==> src/hdl/pfp_pkg.sv <==
// ----------------------------------------------------------------------------
// pfp_pkg
// shared constants, register indexes and configuration type of the pixel
// filter pipeline
// ----------------------------------------------------------------------------
package pfp_pkg;

    localparam int FIELD_BITS      = 16;
    localparam int SAMPLE_BITS_DEF = 16;
    localparam int PCT_BITS        = 7;
    localparam int CFG_INDEX_BITS  = 3;

    // register indexes on the config port
    localparam logic [CFG_INDEX_BITS-1:0] REG_MAX_VALUE      = 3'd0;
    localparam logic [CFG_INDEX_BITS-1:0] REG_COLOR_MODE     = 3'd1;
    localparam logic [CFG_INDEX_BITS-1:0] REG_CONTOUR_EN     = 3'd2;
    localparam logic [CFG_INDEX_BITS-1:0] REG_NEGATE_EN      = 3'd3;
    localparam logic [CFG_INDEX_BITS-1:0] REG_THRESHOLD_EN   = 3'd4;
    localparam logic [CFG_INDEX_BITS-1:0] REG_THRESHOLD_PCT  = 3'd5;
    localparam logic [CFG_INDEX_BITS-1:0] REG_GRAY_CONVERT   = 3'd6;

    localparam logic [FIELD_BITS-1:0] MAX_VALUE_RST = 16'd255;
    localparam logic [PCT_BITS-1:0]   PCT_RST       = 7'd50;

    // floor(x / 100) as (x * RECIP100_MUL) >> RECIP100_SHIFT, exact for x < 2^23
    localparam int                       RECIP100_SHIFT = 30;
    localparam int                       RECIP100_BITS  = 24;
    localparam logic [RECIP100_BITS-1:0] RECIP100_MUL   = 24'd10737419;

    // cycles the threshold level needs after a config write
    localparam int                 SETTLE_BITS   = 2;
    localparam logic [SETTLE_BITS-1:0] SETTLE_CYCLES = 2'd2;

    typedef struct packed {
        logic [FIELD_BITS-1:0] max_value;
        logic                  color_mode;
        logic                  contour_enable;
        logic                  negate_enable;
        logic                  threshold_enable;
        logic [PCT_BITS-1:0]   threshold_percent;
        logic                  gray_convert_enable;
    } cfg_t;

endpackage

==> src/hdl/pfp_if.sv <==
// ----------------------------------------------------------------------------
// pfp_if
// valid/ready channels for input pixels and filtered results
// ----------------------------------------------------------------------------
interface pfp_in_if;
    logic        valid;
    logic        ready;
    logic [15:0] red_or_gray;
    logic [15:0] green;
    logic [15:0] blue;
    logic        last_of_image;

    modport source (output valid, output red_or_gray, output green, output blue,
                    output last_of_image, input ready);
    modport sink   (input valid, input red_or_gray, input green, input blue,
                    input last_of_image, output ready);
endinterface

interface pfp_out_if;
    logic        valid;
    logic        ready;
    logic [15:0] out_red_or_gray;
    logic [15:0] out_green;
    logic [15:0] out_blue;
    logic        out_last;

    modport source (output valid, output out_red_or_gray, output out_green,
                    output out_blue, output out_last, input ready);
    modport sink   (input valid, input out_red_or_gray, input out_green,
                    input out_blue, input out_last, output ready);
endinterface

==> src/hdl/pfp_thresh.sv <==
// ----------------------------------------------------------------------------
// pfp_thresh
// computes floor(max_value * percent / 100) in two registered multiply steps
// and flags the cycles in which the level is not yet valid
// ----------------------------------------------------------------------------
module pfp_thresh
    import pfp_pkg::*;
#(
    parameter int SAMPLE_BITS = SAMPLE_BITS_DEF
)(
    input  logic                   clk,
    input  logic                   rst_n,
    input  logic                   cfg_we,
    input  logic [FIELD_BITS-1:0]  max_value,
    input  logic [PCT_BITS-1:0]    threshold_percent,
    output logic [SAMPLE_BITS:0]   level,
    output logic                   busy
);

    localparam int PROD_BITS  = SAMPLE_BITS + PCT_BITS;
    localparam int RECIP_BITS = PROD_BITS + RECIP100_BITS;

    logic [PROD_BITS-1:0]   prod_reg;
    logic [RECIP_BITS-1:0]  recip_reg;
    logic [SETTLE_BITS-1:0] settle_reg;
    logic [SETTLE_BITS-1:0] settle_next;

    always_ff @(posedge clk)
    begin
        prod_reg  <= PROD_BITS'(max_value[SAMPLE_BITS-1:0]) * PROD_BITS'(threshold_percent);
        recip_reg <= RECIP_BITS'(prod_reg) * RECIP_BITS'(RECIP100_MUL);
    end

    always_comb
    begin
        if (cfg_we)
        begin
            settle_next = SETTLE_CYCLES;
        end
        else if (settle_reg != '0)
        begin
            settle_next = settle_reg - 1'b1;
        end
        else
        begin
            settle_next = settle_reg;
        end
    end

    always_ff @(posedge clk or negedge rst_n)
    begin
        if (!rst_n)
        begin
            settle_reg <= SETTLE_CYCLES;
        end
        else
        begin
            settle_reg <= settle_next;
        end
    end

    assign level = recip_reg[RECIP100_SHIFT +: SAMPLE_BITS+1];
    assign busy  = (settle_reg != '0);

endmodule

==> src/hdl/pfp_point.sv <==
// ----------------------------------------------------------------------------
// pfp_point
// per-pixel point operations: negate, threshold and rgb to gray averaging
// ----------------------------------------------------------------------------
module pfp_point
    import pfp_pkg::*;
#(
    parameter int SAMPLE_BITS = SAMPLE_BITS_DEF
)(
    input  cfg_t                         cfg,
    input  logic [SAMPLE_BITS:0]         level,
    input  logic [2:0][SAMPLE_BITS-1:0]  px,
    output logic [2:0][SAMPLE_BITS-1:0]  res
);

    // floor(x / 3) as (x * DIV3_MUL) >> DIV3_SHIFT, exact for x < 2^(SAMPLE_BITS+2)
    localparam int DIV3_SHIFT = SAMPLE_BITS + 3;
    localparam int SUM_BITS   = SAMPLE_BITS + 2;
    localparam int DPROD_BITS = 2 * SUM_BITS;
    localparam logic [SUM_BITS-1:0] DIV3_MUL = SUM_BITS'(((1 << DIV3_SHIFT) + 2) / 3);

    logic [SAMPLE_BITS-1:0]  mx;
    logic [2:0][SAMPLE_BITS-1:0] s;
    logic [SUM_BITS-1:0]     sum;
    logic [DPROD_BITS-1:0]   dprod;
    logic [SAMPLE_BITS-1:0]  avg;

    function automatic logic [SAMPLE_BITS-1:0] point_op(
        input logic [SAMPLE_BITS-1:0] v,
        input logic [SAMPLE_BITS-1:0] mxv,
        input logic [SAMPLE_BITS:0]   lvl,
        input logic                   neg_en,
        input logic                   thr_en
    );
        logic [SAMPLE_BITS-1:0] t;
        t = v;
        if (neg_en)
        begin
            t = (mxv > t) ? (mxv - t) : '0;
        end
        if (thr_en)
        begin
            t = ({1'b0, t} <= lvl) ? '0 : mxv;
        end
        return t;
    endfunction

    always_comb
    begin
        mx   = cfg.max_value[SAMPLE_BITS-1:0];
        s[0] = point_op(px[0], mx, level, cfg.negate_enable, cfg.threshold_enable);
        // green and blue stay zero in gray mode
        s[1] = cfg.color_mode ?
               point_op(px[1], mx, level, cfg.negate_enable, cfg.threshold_enable) : '0;
        s[2] = cfg.color_mode ?
               point_op(px[2], mx, level, cfg.negate_enable, cfg.threshold_enable) : '0;

        sum   = SUM_BITS'(s[0]) + SUM_BITS'(s[1]) + SUM_BITS'(s[2]);
        dprod = DPROD_BITS'(sum) * DPROD_BITS'(DIV3_MUL);
        avg   = dprod[DIV3_SHIFT +: SAMPLE_BITS];

        if (cfg.color_mode && cfg.gray_convert_enable)
        begin
            res[0] = avg;
            res[1] = '0;
            res[2] = '0;
        end
        else
        begin
            res = s;
        end
    end

endmodule

==> src/hdl/pixel_filter_pipeline.sv <==
// ----------------------------------------------------------------------------
// pixel_filter_pipeline
// Takes a raster-order stream of gray or rgb pixels and applies contour,
// negate, threshold and gray conversion in that order as configured. One
// pixel is accepted per clock unless the output stalls; its first result
// leaves the output register in the next cycle. With contour on, a non-last
// pixel is held until its successor arrives and gives no result by itself. A
// pixel that produces two results (a last pixel releasing a held one, or any
// pixel arriving with a pixel still held after contour was turned off) blocks
// input while the second result is issued from a one-entry pending slot.
// After reset and after every config write the input stays closed while the
// threshold level is rebuilt by its two registered multiply steps.
// ----------------------------------------------------------------------------
module pixel_filter_pipeline
    import pfp_pkg::*;
#(
    parameter int SAMPLE_BITS = SAMPLE_BITS_DEF
)(
    input  logic                      clk,
    input  logic                      rst_n,
    pfp_in_if.sink                    pix_in,
    pfp_out_if.source                 pix_out,
    input  logic                      cfg_we,
    input  logic [CFG_INDEX_BITS-1:0] cfg_index,
    input  logic [FIELD_BITS-1:0]     cfg_data
);

    typedef struct packed {
        logic [2:0][SAMPLE_BITS-1:0] px;
        logic                        last;
    } job_t;

    cfg_t                        cfg_reg;
    logic [SAMPLE_BITS:0]        level;
    logic                        busy;

    logic [2:0][SAMPLE_BITS-1:0] held_px_reg;
    logic                        held_valid_reg;
    logic [2:0][SAMPLE_BITS-1:0] held_px_next;
    logic                        held_valid_next;

    job_t                        pend_reg;
    logic                        pend_valid_reg;
    job_t                        pend_next;
    logic                        pend_valid_next;

    logic                        out_valid_reg;
    logic [2:0][SAMPLE_BITS-1:0] out_px_reg;
    logic                        out_last_reg;

    logic [2:0][SAMPLE_BITS-1:0] cur;
    logic [2:0][SAMPLE_BITS-1:0] diff;
    logic [2:0][SAMPLE_BITS-1:0] point_res;
    logic                        accept;
    logic                        advance;
    logic                        first_valid;
    logic                        second_valid;
    job_t                        first_job;
    job_t                        second_job;
    logic                        issue_valid;
    job_t                        issue_job;

    // configuration registers
    always_ff @(posedge clk or negedge rst_n)
    begin
        if (!rst_n)
        begin
            cfg_reg.max_value           <= MAX_VALUE_RST;
            cfg_reg.color_mode          <= 1'b0;
            cfg_reg.contour_enable      <= 1'b0;
            cfg_reg.negate_enable       <= 1'b0;
            cfg_reg.threshold_enable    <= 1'b0;
            cfg_reg.threshold_percent   <= PCT_RST;
            cfg_reg.gray_convert_enable <= 1'b0;
        end
        else if (cfg_we)
        begin
            case (cfg_index)
                REG_MAX_VALUE:     cfg_reg.max_value           <= cfg_data;
                REG_COLOR_MODE:    cfg_reg.color_mode          <= cfg_data[0];
                REG_CONTOUR_EN:    cfg_reg.contour_enable      <= cfg_data[0];
                REG_NEGATE_EN:     cfg_reg.negate_enable       <= cfg_data[0];
                REG_THRESHOLD_EN:  cfg_reg.threshold_enable    <= cfg_data[0];
                REG_THRESHOLD_PCT: cfg_reg.threshold_percent   <= cfg_data[PCT_BITS-1:0];
                REG_GRAY_CONVERT:  cfg_reg.gray_convert_enable <= cfg_data[0];
                default:           ;
            endcase
        end
    end

    pfp_thresh #(
        .SAMPLE_BITS (SAMPLE_BITS)
    ) u_thresh (
        .clk               (clk),
        .rst_n             (rst_n),
        .cfg_we            (cfg_we),
        .max_value         (cfg_reg.max_value),
        .threshold_percent (cfg_reg.threshold_percent),
        .level             (level),
        .busy              (busy)
    );

    assign advance      = !out_valid_reg || pix_out.ready;
    assign pix_in.ready = advance && !pend_valid_reg && !busy;
    assign accept       = pix_in.valid && pix_in.ready;

    assign cur[0] = pix_in.red_or_gray[SAMPLE_BITS-1:0];
    assign cur[1] = pix_in.green[SAMPLE_BITS-1:0];
    assign cur[2] = pix_in.blue[SAMPLE_BITS-1:0];

    always_comb
    begin
        for (int c = 0; c < 3; c++)
        begin
            diff[c] = (cur[c] > held_px_reg[c]) ? (cur[c] - held_px_reg[c])
                                                : (held_px_reg[c] - cur[c]);
        end
    end

    // split one request into up to two jobs and update the held pixel
    always_comb
    begin
        first_valid     = 1'b0;
        second_valid    = 1'b0;
        first_job.px    = cur;
        first_job.last  = pix_in.last_of_image;
        second_job.px   = cur;
        second_job.last = pix_in.last_of_image;
        held_px_next    = held_px_reg;
        held_valid_next = held_valid_reg;

        if (!cfg_reg.contour_enable)
        begin
            first_valid = 1'b1;
            if (held_valid_reg)
            begin
                // flush the leftover pixel unchanged, then the current one
                first_job.px   = held_px_reg;
                first_job.last = 1'b0;
                second_valid   = 1'b1;
            end
            held_valid_next = 1'b0;
        end
        else
        begin
            if (held_valid_reg)
            begin
                first_valid    = 1'b1;
                first_job.px   = diff;
                first_job.last = 1'b0;
                second_valid   = pix_in.last_of_image;
                second_job.last = 1'b1;
            end
            else
            begin
                first_valid    = pix_in.last_of_image;
                first_job.last = 1'b1;
            end
            held_px_next    = cur;
            held_valid_next = !pix_in.last_of_image;
        end

        if (pend_valid_reg)
        begin
            issue_valid = 1'b1;
            issue_job   = pend_reg;
        end
        else
        begin
            issue_valid = accept && first_valid;
            issue_job   = first_job;
        end

        pend_next       = pend_reg;
        pend_valid_next = pend_valid_reg;
        if (pend_valid_reg && advance)
        begin
            pend_valid_next = 1'b0;
        end
        else if (accept && second_valid)
        begin
            pend_valid_next = 1'b1;
            pend_next       = second_job;
        end
    end

    pfp_point #(
        .SAMPLE_BITS (SAMPLE_BITS)
    ) u_point (
        .cfg   (cfg_reg),
        .level (level),
        .px    (issue_job.px),
        .res   (point_res)
    );

    always_ff @(posedge clk or negedge rst_n)
    begin
        if (!rst_n)
        begin
            held_valid_reg <= 1'b0;
            pend_valid_reg <= 1'b0;
            out_valid_reg  <= 1'b0;
        end
        else
        begin
            if (accept)
            begin
                held_valid_reg <= held_valid_next;
            end
            pend_valid_reg <= pend_valid_next;
            if (advance)
            begin
                out_valid_reg <= issue_valid;
            end
        end
    end

    always_ff @(posedge clk)
    begin
        if (accept)
        begin
            held_px_reg <= held_px_next;
        end
        pend_reg <= pend_next;
        if (advance)
        begin
            out_px_reg   <= point_res;
            out_last_reg <= issue_job.last;
        end
    end

    assign pix_out.valid           = out_valid_reg;
    assign pix_out.out_red_or_gray = FIELD_BITS'(out_px_reg[0]);
    assign pix_out.out_green       = FIELD_BITS'(out_px_reg[1]);
    assign pix_out.out_blue        = FIELD_BITS'(out_px_reg[2]);
    assign pix_out.out_last        = out_last_reg;

endmodule

==> src/flat_wrapper.sv <==
// flat-port wrapper written by rule: the top's interface ports become plain ports
module pixel_filter_pipeline_flat import pfp_pkg::*;
#(
    parameter int SAMPLE_BITS = SAMPLE_BITS_DEF
)
  (clk, rst_n, cfg_we, cfg_index, cfg_data, pix_in_valid, pix_in_red_or_gray, pix_in_green, pix_in_blue, pix_in_last_of_image, pix_in_ready, pix_out_valid, pix_out_out_red_or_gray, pix_out_out_green, pix_out_out_blue, pix_out_out_last, pix_out_ready);
  pfp_in_if pix_in_i ();
  pfp_out_if pix_out_i ();
  input  logic clk;
  input  logic rst_n;
  input  logic cfg_we;
  input  logic [CFG_INDEX_BITS-1:0] cfg_index;
  input  logic [FIELD_BITS-1:0] cfg_data;
  input wire logic [$bits(pix_in_i.valid)-1:0] pix_in_valid;
  input wire logic [$bits(pix_in_i.red_or_gray)-1:0] pix_in_red_or_gray;
  input wire logic [$bits(pix_in_i.green)-1:0] pix_in_green;
  input wire logic [$bits(pix_in_i.blue)-1:0] pix_in_blue;
  input wire logic [$bits(pix_in_i.last_of_image)-1:0] pix_in_last_of_image;
  output wire logic [$bits(pix_in_i.ready)-1:0] pix_in_ready;
  output wire logic [$bits(pix_out_i.valid)-1:0] pix_out_valid;
  output wire logic [$bits(pix_out_i.out_red_or_gray)-1:0] pix_out_out_red_or_gray;
  output wire logic [$bits(pix_out_i.out_green)-1:0] pix_out_out_green;
  output wire logic [$bits(pix_out_i.out_blue)-1:0] pix_out_out_blue;
  output wire logic [$bits(pix_out_i.out_last)-1:0] pix_out_out_last;
  input wire logic [$bits(pix_out_i.ready)-1:0] pix_out_ready;
  assign pix_in_i.valid = pix_in_valid;
  assign pix_in_i.red_or_gray = pix_in_red_or_gray;
  assign pix_in_i.green = pix_in_green;
  assign pix_in_i.blue = pix_in_blue;
  assign pix_in_i.last_of_image = pix_in_last_of_image;
  assign pix_in_ready = pix_in_i.ready;
  assign pix_out_valid = pix_out_i.valid;
  assign pix_out_out_red_or_gray = pix_out_i.out_red_or_gray;
  assign pix_out_out_green = pix_out_i.out_green;
  assign pix_out_out_blue = pix_out_i.out_blue;
  assign pix_out_out_last = pix_out_i.out_last;
  assign pix_out_i.ready = pix_out_ready;
  pixel_filter_pipeline #(.SAMPLE_BITS(SAMPLE_BITS)) u_core (.clk(clk), .rst_n(rst_n), .pix_in(pix_in_i), .pix_out(pix_out_i), .cfg_we(cfg_we), .cfg_index(cfg_index), .cfg_data(cfg_data));
endmodule
==> config.mk <==
export PLATFORM = sky130hd
export DESIGN_NAME = pixel_filter_pipeline_flat
export DESIGN_NICKNAME = d
export VERILOG_FILES = /design/src/hdl/pfp_pkg.sv /design/src/hdl/pfp_if.sv /design/src/hdl/pfp_thresh.sv /design/src/hdl/pfp_point.sv /design/src/hdl/pixel_filter_pipeline.sv /design/src/flat_wrapper.sv
export SDC_FILE = /design/constraint.sdc
export NUM_CORES = 2
export LEC_CHECK = 0
export BUFFER_PORTS_ARGS = -buffer_cell sky130_fd_sc_hd__buf_2
export CAP_MARGIN = 20
export CORE_ASPECT_RATIO = 0.6
export CORE_UTILIZATION = 60
export DETAILED_ROUTE_END_ITERATION = 16
export MAX_ROUTING_LAYER = met4
export PLACE_DENSITY = 0.81
export SYNTH_ARGS = -nofsm -noshare
export SYNTH_HDL_FRONTEND = slang
export SYNTH_HIERARCHICAL = 1
export SYNTH_SLANG_ARGS = --single-unit
==> constraint.sdc <==
create_clock -name clk -period 27.9 [get_ports clk]
set_input_delay 5.58 -clock clk [delete_from_list [all_inputs] [get_ports clk]]
set_output_delay 5.58 -clock clk [all_outputs]
set_load 0.02 [all_outputs]
==> key figures <==
STA
  – Slew Limit Headroom: about 18%
  – Period utilization: a little under 80%
  – Layout Skew: ~13 ps
  – Worst-Margin Slew: 1220 ps
  – Min Clock Period, post-route: approximately 22,000 ps
  – Fmax: 0.0459 GHz
  – Setup violators final: 0
  – Hold Vio Cnt, Final: 0
  – RSZ-0062 raised after global routing: false
  – Final Max Slew Viols: 0
  – Setup TNS: 0 ps

Routing
  – DR pass1 iterations: 6
  – Routed WL per cell: 21.9 um
  – Routed WL: 104 mm
  – Top sig layer: met4
  – Via/cell ratio: 6.01
  – DRC Markers: 0
  – Routed wl met2: roughly 39 mm
  – Drt initial violations: between 3,000 and 4,000
  – Met3 wire length: 15.4 mm
  – Via count: 28,700
  – Post-DRT Antenna Nets: 0
  – Metal-1 WL: 48.8 mm

Clock tree
  – H-tree levels: 1
  – Clk sinks: 219
  – CTS tree: built
  – Hold buffers post-CTS: 0
  – Root Driver: clkbuf_16
  – Clock Pin Slew Worst Setup and Hold Paths: 60 ps
  – Clk buf depth: 3
  – Worst skew pair latency: 590 ps
  – Post-CTS Setup Inserts: 0
  – Total CTS buffers: 25
  – Post-CTS resize count: 0

Layout
  – Max reg flops: 49
  – Filler cells: 4,743
  – Share of layout cells above drive strength 1: 7.83%
  – Area grow syn2layout: 6.13%
  – Most frequent cells in the layout: 836 x inv_1, 636 x ha_1, 396 x fa_1
  – Multi-input logic area: ~0.027 mm^2
  – Final instance area: 0.0385 mm^2
  – Nets: 5,060
  – Commonest non-fill, non-tap cell in the layout: inv_1
  – Reg area: 0.00603 mm^2
  – Fin util: 64.8%

Floorplanning
  – Site row count: 69
  – Io pins: 124
  – Die ar.: roughly 0.06 mm^2
  – Die X: 320 um
  – Die H: between 150 and 200 um
  – Core area: between 0.05 and 0.06 mm^2
  – Initial Util: 61.1%

Logic synthesis
  – Ranking of synthesized cells by area: ha_1 22%, fa_1 22%, edfxtp_1 12%
  – Library cells used by synthesis: between 100 and 150
  – Main synth FF type: edfxtp_1
  – EDFF count, synth: approximately 150
  – Syn avg cell area: 9.37 um^2
  – Synthesized area: 0.0363 mm^2
  – Seq/Total Area, Yosys: 16.6%
  – Yosys reg bits: 219
  – Synth area leader: ha_1
  – Synth Warn #: 6
  – Post-synth net total: roughly 5,000
  – Synth Instances: 3,876
  – Share of the synthesized area in the top cell type: 21.9%
  – FFs w/ async S/R, synth: 15.1%

Critical path
  – Crit. End Element: flop
  – CP max stage delay: between 600 and 700 ps
  – CP Max Fanout: 16
  – CP Class: input pin to flop
  – CP max stage cell: a22oi_1
  – Kind of start point of the critical path: input pin
  – CP required: 28,140 ps
  – Crit path DAT: 22,030 ps

Placement
  – Placed inst area: 0.0376 mm^2
  – Post-DP HPWL: 86.0 mm
  – GPL Wtd Cong: 1.08
  – PortBufs: 123

Worst hold path
  – Hold Crit Class: flop to flop

GRT
  – Largest net degree at the start of global routing: 85
  – First-pass GRT wire length: 161 mm
  – Antenna violations before repair: 11
  – Grt total ovfl: 0
  – Total track usage: 35.4%
  – Number of global-route vias before repair: approximately 28,000

Flow run
  – Max-Cap Viols: 0

Status
  – Status: finished clean
## per-stage QoR
| step | hold WS, ps | setup slack, ps | instances |
|---|---|---|---|
| 2_1_floorplan | 477 | 8080 | 3876 |
| 3_3_place_gp | 508 | 5970 | 4705 |
| 3_5_place_dp | 521 | 5800 | 4705 |
| 4_1_cts | 535 | 6300 | 4751 |
| 5_1_grt | 583 | 5110 | 4767 |
| 6_report | 542 | 6100 | 4767 |
## final timing paths
check	startpoint	slack (ps)	to	cells after the start
hold reg to reg	u_core/pend_reg[0]	540	u_core/pix_out.out_last	2
max in group asynchronous	rst_n	22160	u_core/pend_valid_reg	1
hold / removal	u_core/pend_reg[0]	540	u_core/pix_out.out_last	2
setup reg to reg	u_core/held_px_reg[32]	10840	u_core/pix_out.out_red_or_gray[4]	62
setup / recovery	pix_in_blue[0]	6100	u_core/pix_out.out_red_or_gray[4]	64
min in group asynchronous	rst_n	5120	u_core/cfg_reg[24]	1
## cell usage after synthesis, drive strengths merged, types with 11 or more instances
library cell	instances
a22oi	46
xor2	58
o211ai	19
o21bai	17
nand2	231
fa	396
xnor2	97
dfrtp	21
o31ai	14
o221ai	33
a211oi	25
nor2	127
nand3	32
nand4	29
ha	636
mux2	38
nor3	60
edfxtp	146
dfxtp	40
and2	83
and3	23
a21oi	186
nand2b	22
nor2b	41
a21o	95
mux2i	20
or3	11
o22ai	34
clkbuf	65
o21a	38
inv	839
buf	33
a31oi	25
dfstp	12
a21boi	11
o21ai	129
## cells by family after synthesis
group / count (synthesis) / synth area share [%]
buf+inv: 937 / 9.95
mux: 58 / 1.75
simple gates: 702 / 9.56
compound gates: 772 / 14.6
xor+xnor: 156 / 3.80
flops: 219 / 16.6
fa+ha+maj: 1032 / 43.7
## per-layer routing
metal,vias up,global-route usage [%]
li1,13200,-
met1,13800,53.1
met2,1558,44.8
met3,96,14.0
met4,0,4.57
met5,-,-
## area by class of cell
cell class                 instances  area share (%)
tap                              781            2.54
inverter                         839            8.17
sequential                       219            15.6
antenna                           12          0.0779
clock buffer                      31            1.80
timing repair buffer             150            2.11
clock inverter                    15           0.412
multi-input combinational       2720            69.3
## worst max-delay path: cells and delay by family
family                   cells  cell delay (ps)
AO/OA/AOI/OAI               25             6690
buffers and inverters       10             1170
AND/OR/NAND/NOR             14             2280
XOR/XNOR                     1              590
adder cells (fa/ha/maj)     13             5440
multiplexers                 1              240
Power is left out: the tool's default activity adds up to more than one toggle a clock period on the data nets, which glitch-free logic cannot reach.
